`config.mk`:
```
export PLATFORM = sky130hd
export DESIGN_NAME = heightmap_terrain_mesh_generator_unit
export DESIGN_NICKNAME = d
export VERILOG_FILES = /design/src/hw/rtl/hmesh_pkg.sv /design/src/hw/rtl/heightmap_terrain_mesh_generator_unit.sv
export SDC_FILE = /design/constraint.sdc
export NUM_CORES = 2
export LEC_CHECK = 0
export ABC_CLOCK_PERIOD_IN_PS = 10990
export CAP_MARGIN = 25
export CORE_MARGIN = 2
export CORE_UTILIZATION = 66
export DETAILED_ROUTE_END_ITERATION = 7
export DONT_BUFFER_PORTS = 1
export GPL_TIMING_DRIVEN = 1
export PLACE_DENSITY_LB_ADDON = 0.15
export SYNTH_ARGS = -nofsm -noshare
export SYNTH_HDL_FRONTEND = slang
export SYNTH_SLANG_ARGS = --single-unit
export TNS_END_PERCENT = 100
```
`constraint.sdc`:
```
create_clock -name clk -period 10.99 [get_ports clk]
set_input_delay 0.5495 -clock clk [delete_from_list [all_inputs] [get_ports clk]]
set_output_delay 0.5495 -clock clk [all_outputs]
set_load 0.02 [all_outputs]
```
`src/hw/rtl/hmesh_pkg.sv`:
```
package hmesh_pkg;

	localparam int MAX_COLUMNS = 1024;
	localparam int MAX_ROWS    = 1024;

	localparam int GRID_W   = 11;
	localparam int CNT_W    = 10;
	localparam int COEF_W   = 16;
	localparam int PIX_W    = 8;
	localparam int POS_W    = 28;
	localparam int HGT_W    = 16;
	localparam int COLOR_W  = 8;
	localparam int IDX_W    = 20;
	localparam int DATA_W   = 120;
	localparam int USER_W   = 2;
	localparam int CFG_IDX_W  = 8;
	localparam int CFG_DATA_W = 16;

	localparam logic [CFG_IDX_W-1:0] REG_GRID_COLUMNS = 8'd0;
	localparam logic [CFG_IDX_W-1:0] REG_GRID_ROWS    = 8'd1;
	localparam logic [CFG_IDX_W-1:0] REG_CELL_SPACING = 8'd2;
	localparam logic [CFG_IDX_W-1:0] REG_HEIGHT_SCALE = 8'd3;

	localparam logic KIND_VERTEX = 1'b0;
	localparam logic KIND_INDEX  = 1'b1;

	localparam logic [GRID_W-1:0] GRID_MIN       = 11'd2;
	localparam logic [GRID_W-1:0] GRID_COLS_MAX  = GRID_W'(MAX_COLUMNS);
	localparam logic [GRID_W-1:0] GRID_ROWS_MAX  = GRID_W'(MAX_ROWS);

	// ceil(2^32/255) and ceil(2^23/255): exact floor(x/255) for 24-bit and 16-bit x
	localparam logic [24:0] RECIP255_32 = 25'd16843010;
	localparam logic [15:0] RECIP255_23 = 16'd32897;

	localparam logic [7:0] RED_BASE   = 8'd26;
	localparam logic [7:0] GREEN_BASE = 8'd77;
	localparam logic [7:0] BLUE_BASE  = 8'd26;
	localparam logic [7:0] RED_GAIN   = 8'd64;
	localparam logic [7:0] GREEN_GAIN = 8'd140;
	localparam logic [7:0] BLUE_GAIN  = 8'd51;

	function automatic logic [GRID_W-1:0] clamp_grid(input logic [GRID_W-1:0] v,
			input logic [GRID_W-1:0] hi);
		logic [GRID_W-1:0] r;
		if (v < GRID_MIN) begin
			r = GRID_MIN;
		end else if (v > hi) begin
			r = hi;
		end else begin
			r = v;
		end
		return r;
	endfunction

	function automatic logic [HGT_W-1:0] div255_24(input logic [23:0] x);
		logic [48:0] prod;
		prod = 49'(x) * 49'(RECIP255_32);
		return prod[47:32];
	endfunction

	// base + floor(p*gain/255), gain is always a constant at the call site
	function automatic logic [COLOR_W-1:0] color_ramp(input logic [PIX_W-1:0] p,
			input logic [7:0] gain, input logic [7:0] base);
		logic [15:0] y;
		logic [31:0] prod;
		y = 16'(p) * 16'(gain);
		prod = 32'(y) * 32'(RECIP255_23);
		return prod[30:23] + base;
	endfunction

endpackage

```
`src/hw/rtl/heightmap_terrain_mesh_generator_unit.sv`:
```
// Height-map to triangle-mesh stream. Pixels enter row-major on s_axis; each yields
// one vertex word, and a pixel with col>0 and row>0 also yields the six index words
// of the quad it closes (order i0,i2,i1,i1,i2,i3). A pixel is accepted every cycle
// while it makes a single word and m_axis_tready is high; a quad-closing pixel holds
// the single result port until all seven of its words are out, and the pixels behind
// it wait. A pixel's first word goes through the input reg, product stage, record
// stage and output reg in that order. Writing grid_columns or grid_rows restarts the
// frame at pixel 0.
// Config writes are always taken and must only be issued while the block is idle.
module heightmap_terrain_mesh_generator_unit import hmesh_pkg::*; (
	input  logic                  clk,
	input  logic                  arst_n,
	input  logic                  cfg_valid,
	output logic                  cfg_ready,
	input  logic [CFG_IDX_W-1:0]  cfg_index,
	input  logic [CFG_DATA_W-1:0] cfg_data,
	input  logic                  s_axis_tvalid,
	output logic                  s_axis_tready,
	input  logic [7:0]            s_axis_tdata,  // [7:0] pixel_height
	output logic                  m_axis_tvalid,
	input  logic                  m_axis_tready,
	// [27:0] pos_x, [43:28] pos_height, [71:44] pos_z, [79:72] color_red,
	// [87:80] color_green, [95:88] color_blue, [115:96] vertex_index, [119:116] zero
	output logic [DATA_W-1:0]     m_axis_tdata,
	output logic [USER_W-1:0]     m_axis_tuser,  // [0] result_kind, [1] frame_end
	output logic                  m_axis_tlast   // last_of_item
);

	typedef enum logic [2:0] {
		STEP_VERTEX, STEP_I0, STEP_I2A, STEP_I1A, STEP_I1B, STEP_I2B, STEP_I3
	} step_t;

	// config and frame position
	logic [GRID_W-1:0] grid_columns_q, grid_rows_q;
	logic [COEF_W-1:0] cell_spacing_q, height_scale_q;
	logic [CNT_W-1:0]  col_q, row_q;
	logic [GRID_W-1:0] w, h;
	logic [CNT_W-1:0]  w_m1, h_m1;

	// stage 1: input register
	logic              valid_s1;
	logic [PIX_W-1:0]  pix_s1;
	logic [CNT_W-1:0]  col_s1, row_s1;
	logic              quad_s1, last_s1;

	// stage 2: products
	logic              valid_s2;
	logic [23:0]       hprod_s2;
	logic [POS_W-1:0]  x_s2, z_s2;
	logic [COLOR_W-1:0] red_s2, green_s2, blue_s2;
	logic [IDX_W-1:0]  rw_s2;
	logic [CNT_W-1:0]  col_s2;
	logic              quad_s2, last_s2;

	// stage 3: record, stepped out one word per cycle while the output register can load
	logic              valid_s3;
	step_t             step_s3;
	logic [HGT_W-1:0]  hgt_s3;
	logic [POS_W-1:0]  x_s3, z_s3;
	logic [COLOR_W-1:0] red_s3, green_s3, blue_s3;
	logic [IDX_W-1:0]  vidx_s3, i0_s3, i1_s3, i2_s3;
	logic              quad_s3, last_s3;

	// output register
	logic              out_valid_q;
	logic [DATA_W-1:0] out_data_q;
	logic [USER_W-1:0] out_user_q;
	logic              out_last_q;

	logic in_acc, s1_adv, s2_adv, s3_adv, out_load, step_final;
	logic signed [11:0] dx, dz;
	logic signed [28:0] xprod, zprod;
	logic [IDX_W-1:0]   vidx_n, i2_n, i0_n;
	logic [IDX_W-1:0]   sel_idx;
	logic               sel_kind;
	logic [DATA_W-1:0]  sel_data;
	step_t              step_next;

	assign cfg_ready = 1'b1;
	assign w    = clamp_grid(grid_columns_q, GRID_COLS_MAX);
	assign h    = clamp_grid(grid_rows_q, GRID_ROWS_MAX);
	assign w_m1 = CNT_W'(w - 11'd1);
	assign h_m1 = CNT_W'(h - 11'd1);

	assign step_final = quad_s3 ? (step_s3 == STEP_I3) : (step_s3 == STEP_VERTEX);
	assign out_load   = valid_s3 && (!out_valid_q || m_axis_tready);
	assign s3_adv     = out_load && step_final;
	assign s2_adv     = valid_s2 && (!valid_s3 || s3_adv);
	assign s1_adv     = valid_s1 && (!valid_s2 || s2_adv);
	assign s_axis_tready = !valid_s1 || s1_adv;
	assign in_acc     = s_axis_tvalid && s_axis_tready;

	always_ff @(posedge clk or negedge arst_n) begin
		if (!arst_n) begin
			grid_columns_q <= 11'd64;
			grid_rows_q    <= 11'd48;
			cell_spacing_q <= 16'd256;
			height_scale_q <= 16'd256;
			col_q          <= '0;
			row_q          <= '0;
		end else begin
			if (in_acc) begin
				if (col_q == w_m1) begin
					col_q <= '0;
					row_q <= (row_q == h_m1) ? '0 : row_q + 10'd1;
				end else begin
					col_q <= col_q + 10'd1;
				end
			end
			if (cfg_valid) begin
				case (cfg_index)
					REG_GRID_COLUMNS: begin
						grid_columns_q <= cfg_data[GRID_W-1:0];
						col_q <= '0;
						row_q <= '0;
					end
					REG_GRID_ROWS: begin
						grid_rows_q <= cfg_data[GRID_W-1:0];
						col_q <= '0;
						row_q <= '0;
					end
					REG_CELL_SPACING: cell_spacing_q <= cfg_data;
					REG_HEIGHT_SCALE: height_scale_q <= cfg_data;
					default: ;
				endcase
			end
		end
	end

	// stage 1
	always_ff @(posedge clk or negedge arst_n) begin
		if (!arst_n) begin
			valid_s1 <= 1'b0;
		end else if (s_axis_tready) begin
			valid_s1 <= s_axis_tvalid;
		end
	end

	always_ff @(posedge clk) begin
		if (in_acc) begin
			pix_s1  <= s_axis_tdata[PIX_W-1:0];
			col_s1  <= col_q;
			row_s1  <= row_q;
			quad_s1 <= (col_q != '0) && (row_q != '0);
			last_s1 <= (col_q == w_m1) && (row_q == h_m1);
		end
	end

	// stage 2: centred offsets in half-spacing units, then one multiply each
	assign dx    = $signed({1'b0, col_s1, 1'b0}) - $signed({1'b0, w_m1});
	assign dz    = $signed({1'b0, row_s1, 1'b0}) - $signed({1'b0, h_m1});
	assign xprod = dx * $signed({1'b0, cell_spacing_q});
	assign zprod = dz * $signed({1'b0, cell_spacing_q});

	always_ff @(posedge clk or negedge arst_n) begin
		if (!arst_n) begin
			valid_s2 <= 1'b0;
		end else if (!valid_s2 || s2_adv) begin
			valid_s2 <= valid_s1;
		end
	end

	always_ff @(posedge clk) begin
		if (s1_adv) begin
			hprod_s2 <= 24'(pix_s1) * 24'(height_scale_q);
			x_s2     <= xprod[POS_W-1:0];
			z_s2     <= zprod[POS_W-1:0];
			red_s2   <= color_ramp(pix_s1, RED_GAIN, RED_BASE);
			green_s2 <= color_ramp(pix_s1, GREEN_GAIN, GREEN_BASE);
			blue_s2  <= color_ramp(pix_s1, BLUE_GAIN, BLUE_BASE);
			rw_s2    <= IDX_W'(row_s1) * IDX_W'(w);
			col_s2   <= col_s1;
			quad_s2  <= quad_s1;
			last_s2  <= last_s1;
		end
	end

	// stage 3: quad corners from the vertex index (i3 is the vertex itself)
	assign vidx_n = rw_s2 + IDX_W'(col_s2);
	assign i2_n   = vidx_n - 20'd1;
	assign i0_n   = i2_n - IDX_W'(w);

	always_comb begin
		case (step_s3)
			STEP_VERTEX: step_next = STEP_I0;
			STEP_I0:     step_next = STEP_I2A;
			STEP_I2A:    step_next = STEP_I1A;
			STEP_I1A:    step_next = STEP_I1B;
			STEP_I1B:    step_next = STEP_I2B;
			STEP_I2B:    step_next = STEP_I3;
			default:     step_next = STEP_VERTEX;
		endcase
	end

	always_ff @(posedge clk or negedge arst_n) begin
		if (!arst_n) begin
			valid_s3 <= 1'b0;
			step_s3  <= STEP_VERTEX;
		end else if (s2_adv || s3_adv) begin
			valid_s3 <= s2_adv;
			step_s3  <= STEP_VERTEX;
		end else if (out_load) begin
			step_s3  <= step_next;
		end
	end

	always_ff @(posedge clk) begin
		if (s2_adv) begin
			hgt_s3   <= div255_24(hprod_s2);
			x_s3     <= x_s2;
			z_s3     <= z_s2;
			red_s3   <= red_s2;
			green_s3 <= green_s2;
			blue_s3  <= blue_s2;
			vidx_s3  <= vidx_n;
			i2_s3    <= i2_n;
			i0_s3    <= i0_n;
			i1_s3    <= i0_n + 20'd1;
			quad_s3  <= quad_s2;
			last_s3  <= last_s2;
		end
	end

	// word select
	always_comb begin
		sel_kind = KIND_INDEX;
		case (step_s3)
			STEP_VERTEX: begin
				sel_idx  = vidx_s3;
				sel_kind = KIND_VERTEX;
			end
			STEP_I0:     sel_idx = i0_s3;
			STEP_I2A:    sel_idx = i2_s3;
			STEP_I1A:    sel_idx = i1_s3;
			STEP_I1B:    sel_idx = i1_s3;
			STEP_I2B:    sel_idx = i2_s3;
			STEP_I3:     sel_idx = vidx_s3;
			default:     sel_idx = vidx_s3;
		endcase
		if (sel_kind == KIND_VERTEX) begin
			sel_data = {4'd0, sel_idx, blue_s3, green_s3, red_s3, z_s3, hgt_s3, x_s3};
		end else begin
			sel_data = {4'd0, sel_idx, 96'd0};
		end
	end

	// output register
	always_ff @(posedge clk or negedge arst_n) begin
		if (!arst_n) begin
			out_valid_q <= 1'b0;
		end else if (!out_valid_q || m_axis_tready) begin
			out_valid_q <= valid_s3;
		end
	end

	always_ff @(posedge clk) begin
		if (out_load) begin
			out_data_q <= sel_data;
			out_user_q <= {step_final && last_s3, sel_kind};
			out_last_q <= step_final;
		end
	end

	assign m_axis_tvalid = out_valid_q;
	assign m_axis_tdata  = out_data_q;
	assign m_axis_tuser  = out_user_q;
	assign m_axis_tlast  = out_last_q;

endmodule
```
* Word level (Yosys, flattened, before mapping)
Cells that the tools add are included.
W data, S select, Z words.
** Word-level totals
- Register bits :: 548
- Bits of input ports :: 37
- Output and inout bits :: 126
- Logic and storage cells :: 128
** Operators by class
- Add/sub/neg operators :: 13
- Multiply operators :: 10
- Order comparisons :: 4
- Equality and inequality tests :: 11
- Mux-type cells :: 19
- Reductions and logical operators :: 29
** Operators with widths (number)
- $mux W10 :: 11
- $pmux W20 S3 :: 1
- $mul A12 B17 Y28 :: 2
- $mul A24 B24 Y47 const B :: 1
- $mul A14 B16 Y30 const B :: 1
- $mul A14 B16 Y29 const B :: 1
- $mul A8 B6 Y14 const B :: 2
- $mul A8 B16 Y24 :: 1
- $mul A8 B16 Y24 const B :: 1
- $sub A11 B10 Y12 :: 2
- $gt A11 B11 Y1 const B :: 2
- $lt A11 B2 Y1 const B :: 2
- $mux W11 :: 2
- $add A10 B1 Y10 const B :: 2
- $add A20 B1 Y20 const B :: 1
- $add A20 B10 Y20 :: 1
- $eq A10 B10 Y1 :: 2
- $mul A10 B11 Y20 :: 1
- $reduce_bool A10 Y1 :: 2
- $sub A10 B1 Y10 const B :: 2
- $sub A20 B1 Y20 const B :: 1
- $sub A20 B11 Y20 :: 1
- $pmux W3 S6 :: 1
- $add A7 B5 Y8 const B :: 2
- other kinds (16) :: 41

* Depth between registers and ports, before layout
- Word-level depth :: 13
- Gate-level depth with buffers :: 38
- Mapped depth without buffers :: 36

* Worst setup path before layout
OpenSTA, ideal clock, no wires.
- Path kind :: reg-to-reg
- Start point :: register grid_rows_q[5]
- End point :: register z_s2[26], data pin
- Setup time :: 0.158 ns
- Data arrival time :: 9.543 ns
- Required time :: 10.832 ns
- Setup slack :: 1.289 ns
- Cell stages (with the launch flop) :: 35
- Buffers on the path :: 3
- Clock period less this slack :: 9.701 ns
- Path through :: dfstp_2 -> or4_1 -> nor4_1 -> nand2_1 -> nand3_1 -> clkbuf_1 -> ha_1 -> clkbuf_1 -> mux2_2 -> a22oi_1 -> ha_1 -> and3_1 -> a21o_1 -> o41ai_1 -> xor2_1 -> clkbuf_1 -> nand2_1 -> fa_1 -> fa_1 -> inv_1 -> fa_1 -> fa_1 -> inv_1 -> fa_1 -> inv_1 -> ha_1 -> o21ai_0 -> a21oi_1 -> nor2_1 -> o2111a_1 -> o31a_1 -> nor2_1 -> o41ai_1 -> or4b_2 -> o211ai_1
** On the way
- Cells in the longest elaborated chain, start to end :: 6
- Elaborated cells on any way between the ends :: 7
- Classes of those cells :: add/sub (2); mul (1); order compare (2); mux (2)
** RTL lines
- start: declaration :: line heightmap_terrain_mesh_generator_unit.sv:34 : logic [GRID_W-1:0] grid_columns_q, grid_rows_q;
- start signal: assignment :: line heightmap_terrain_mesh_generator_unit.sv:118 : grid_rows_q <= cfg_data[GRID_W-1:0];
- $gt A11 B11 Y1 :: line hmesh_pkg.sv:47 : end else if (v > hi) begin
- $mux W10 :: line hmesh_pkg.sv:47
- $mux W10 (*) :: line hmesh_pkg.sv:45 : if (v < GRID_MIN) begin
- $sub A10 B1 Y10 (*) :: line heightmap_terrain_mesh_generator_unit.sv:83 : assign h_m1 = CNT_W'(h - 11'd1);
- $sub A11 B10 Y12 (*) :: line heightmap_terrain_mesh_generator_unit.sv:151 : assign dz = $signed({1'b0, row_s1, 1'b0}) - $signed({1'b0, h_m1});
- $mul A12 B17 Y28 (*) :: line heightmap_terrain_mesh_generator_unit.sv:153 : assign zprod = dz * $signed({1'b0, cell_spacing_q});
- named net zprod[26] :: line heightmap_terrain_mesh_generator_unit.sv:72 : logic signed [28:0] xprod, zprod;
- end signal: assignment :: line heightmap_terrain_mesh_generator_unit.sv:167 : z_s2 <= zprod[POS_W-1:0];
- end: declaration :: line heightmap_terrain_mesh_generator_unit.sv:49 : logic [POS_W-1:0] x_s2, z_s2;
The timed path passes the listed nets; every way through them passes the cells marked *.
A chain may end at the register's enable or synchronous reset.

* Final worst setup path
- Start point :: register grid_rows_q[4]
- End point :: register z_s2[26], data pin
The elaborated chain is that of the path after synthesis.

==> metrics.txt <==
status=finished clean; CTS Buf Count=a little under 60; worst hold path class=input port to flip-flop; Worst-Margin Slew=1.075 ns; antenna-violating nets left=0; hold_ws=0.04552 ns; Post-synth ARST share=between 10% and 20%; r2r setup slk=0.78 ns; Seq/Total Area, Yosys=32.32%; sink of the worst hold path=grid_columns_q[2]; flip-flop and latch count after synthesis=544; I/O pin count=163; Die Y=277.3 um; Clock Skew=0.02941 ns; via count=about 32000; clock sink count=544; Post-synth EDFFs=~460; RR Endpoint=z_s2[26]; R2R Path Start=grid_rows_q[4]; WS Path Type=flip-flop to flip-flop; initial antenna violation count=5; initial DRC count=1785; Hold Vio Cnt, Final=0; largest net degree at the start of global routing=98; # Post-CTS Setup Buffers=0; Slew HR=28.07%; top post-synthesis cells by area=edfxtp_1, fa_1, ha_1; most numerous cell in the Yosys netlist=inv_1; Main synth FF type=edfxtp_1; fin crit share=92.93%; register area=0.01594 mm^2; critical path arrival=between 10 and 15 ns; area grow syn2layout=6.557%; Routability Congestion=0.8942; hold path start=cfg_data[2]; Setup violations, final=0; PostCTS Resize Cnt=0; clk buf depth=3; area share of the largest cell type after synthesis=28.20%; fill cell count=5390; chip width=277.3 um; vias in the first global route=approximately 34000; Worst Path Required=around 11 ns; first-pass GRT wire length=170800 um; IO Port Bufs=0; total die area=0.07691 mm^2; CP Capture Type=flip-flop; routed vias/inst=5.716; crit-path most repeated cell=fa_1; syn_area_per_cell=about 11 um^2; Cells after DPL=5529; initial cell density of the core=66.45%; area of the core=0.07420 mm^2; GRT Total Usage=27.50%; Rows=100; drt wl/cell=17.81 um; max cap viols=0; clock latency on the worst-skew pair=approximately 0.64 ns; total power after layout=around 13 mW; Routed Wire Length=100700 um; Final Util=between 70% and 80%; startpoint type of the worst setup path=flip-flop; most area-hungry cell type in the Yosys netlist=edfxtp_1; layout cell share with drive strength beyond 1=5.977%; highest metal used=met5; Syn Inst Count=4648; Yosys warning count=0; Worst-path clk slew=about 0.06 ns; RSZ-0062 raised after global routing=false; NumNets Final=5753; Mapped Area=0.04931 mm^2; crit path time final=~10 ns; drt drc=0; Detailed Place HPWL=around 76000 um; Worst VDD drop=0.0005566 V; multi-input logic area=between 0.03 and 0.04 mm^2; Max FO, Critical Path=9; WL met2=48340 um; Metal-1 WL=42500 um; WL met3=~6800 um; Crit path largest cell delay=around 0.63 ns; H-tree lvl count=2; Fmax achieved=0.09791 GHz; hold depth=2; Root Driver=clkbuf_16; Leak Pwr=24.98 nW; pwr/cell area=240.2 mW/mm^2; Slew Limit Fails=0; cells on worst reg2reg path=32; setup TNS=0 ns; CTS tree=built; Slowest-stage cell, CP=or4b_2; Unique masters post-synth=94; DR pass1 iterations=5; grt ovf=0; Cell Count, Final, Fillers Out=5655; Post-synth top cells=inv_1, ha_1, fa_1
==> final cells by class <==
cell class                 count  share of cell area (%)
sequential                   544                   30.34
inverter                     746                   5.339
multi-input combinational   3214                   57.15
clock inverter                33                  0.7787
antenna                        1                0.004763
timing repair buffer          71                   1.148
clock buffer                  77                   2.939
tap                          969                   2.308
==> sequential cells by signal (all words and copies together), names as in the netlist, 10 cells and up <==
register	count
cell_spacing_q	16
col_q	10
col_s1	10
col_s2	10
grid_columns_q	11
grid_rows_q	11
height_scale_q	16
hgt_s3	16
hprod_s2	24
i0_s3	20
i1_s3	20
i2_s3	20
m_axis_tdata	116
row_q	10
row_s1	10
rw_s2	20
vidx_s3	20
x_s2	28
x_s3	28
z_s2	28
z_s3	28
==> per-stage QoR <==
stage,area (um^2),setup WS (ns)
floorplan,49320,1.289
global placement,50390,1.126
detailed placement,50400,0.8236
CTS,52470,0.7992
global route,52540,0.1633
finish,52540,0.7770
==> cell usage in the layout (no fill, tap or decap), types with 40 or more instances in the layout <==
master     count
clkbuf_16     59
nand3_1       52
inv_1        740
edfxtp_1     463
nor3_1        40
a21o_1        45
mux2_2        74
xor2_1        76
xnor2_1      176
fa_1         467
ha_1         613
nor2b_1       53
nand2_1      451
a21oi_1      131
dfrtp_1       75
nor2_1       225
and2_1       320
buf_4         59
o21ai_0       84
==> what timing repair did <==
| item | in CTS | in global routing |
|---|---|---|
| hold endpoints to repair | 89 | 0 |
| endpoints found under the setup margin | 0 | 0 |
| hold buffers | 10 | 0 |
==> critical path: cells and delay by family, from the launching register on <==
family | cells | cell delay (ns)
AND/OR/NAND/NOR | 9 | 2.72
XOR/XNOR | 1 | 0.34
flip-flops | 1 | 0.39
multiplexers | 1 | 0.38
AO/OA/AOI/OAI | 9 | 2.10
adder cells (fa/ha/maj) | 8 | 3.66
buffers and inverters | 4 | 0.46
==> cell families (layout without fill, tap and decap cells) <==
kind of cell	after synthesis	in the layout	synth area share, %
compound gates	461	461	6.177
xor+xnor	258	258	4.684
fa+ha+maj	1080	1080	34.52
buf+inv	894	927	6.862
flops	544	544	32.32
mux	102	102	2.258
other cells	2	7	0.01523
simple gates	1307	1307	13.17
==> worst max path at each step <==
stage	startpoint	to
4_1_cts	grid_rows_q[4]	z_s2[26]
6_report	grid_rows_q[4]	z_s2[26]
5_1_grt	grid_rows_q[4]	z_s2[26]
3_5_place_dp	grid_rows_q[4]	z_s2[26]
2_1_floorplan	grid_rows_q[5]	z_s2[26]
3_3_place_gp	grid_rows_q[3]	z_s2[26]
==> report_power, final <==
group	internal (mW)	switching, mW	total, mW	leakage, nW
clock	1.18	0.823	2.01	0.949
combinational	2.86	4.12	6.98	18.6
sequential	3.18	0.457	3.63	5.44
total	7.22	5.40	12.6	25.0
==> per-layer routing <==
layer / GRT usage (%) / vias to the layer above
li1: - / 15260
met5: 0 / -
met2: 46.08 / 853
met1: 36.19 / 16010
met4: 8.877 / 8
met3: 5.399 / 193
(Power assumes the default switching activity.)
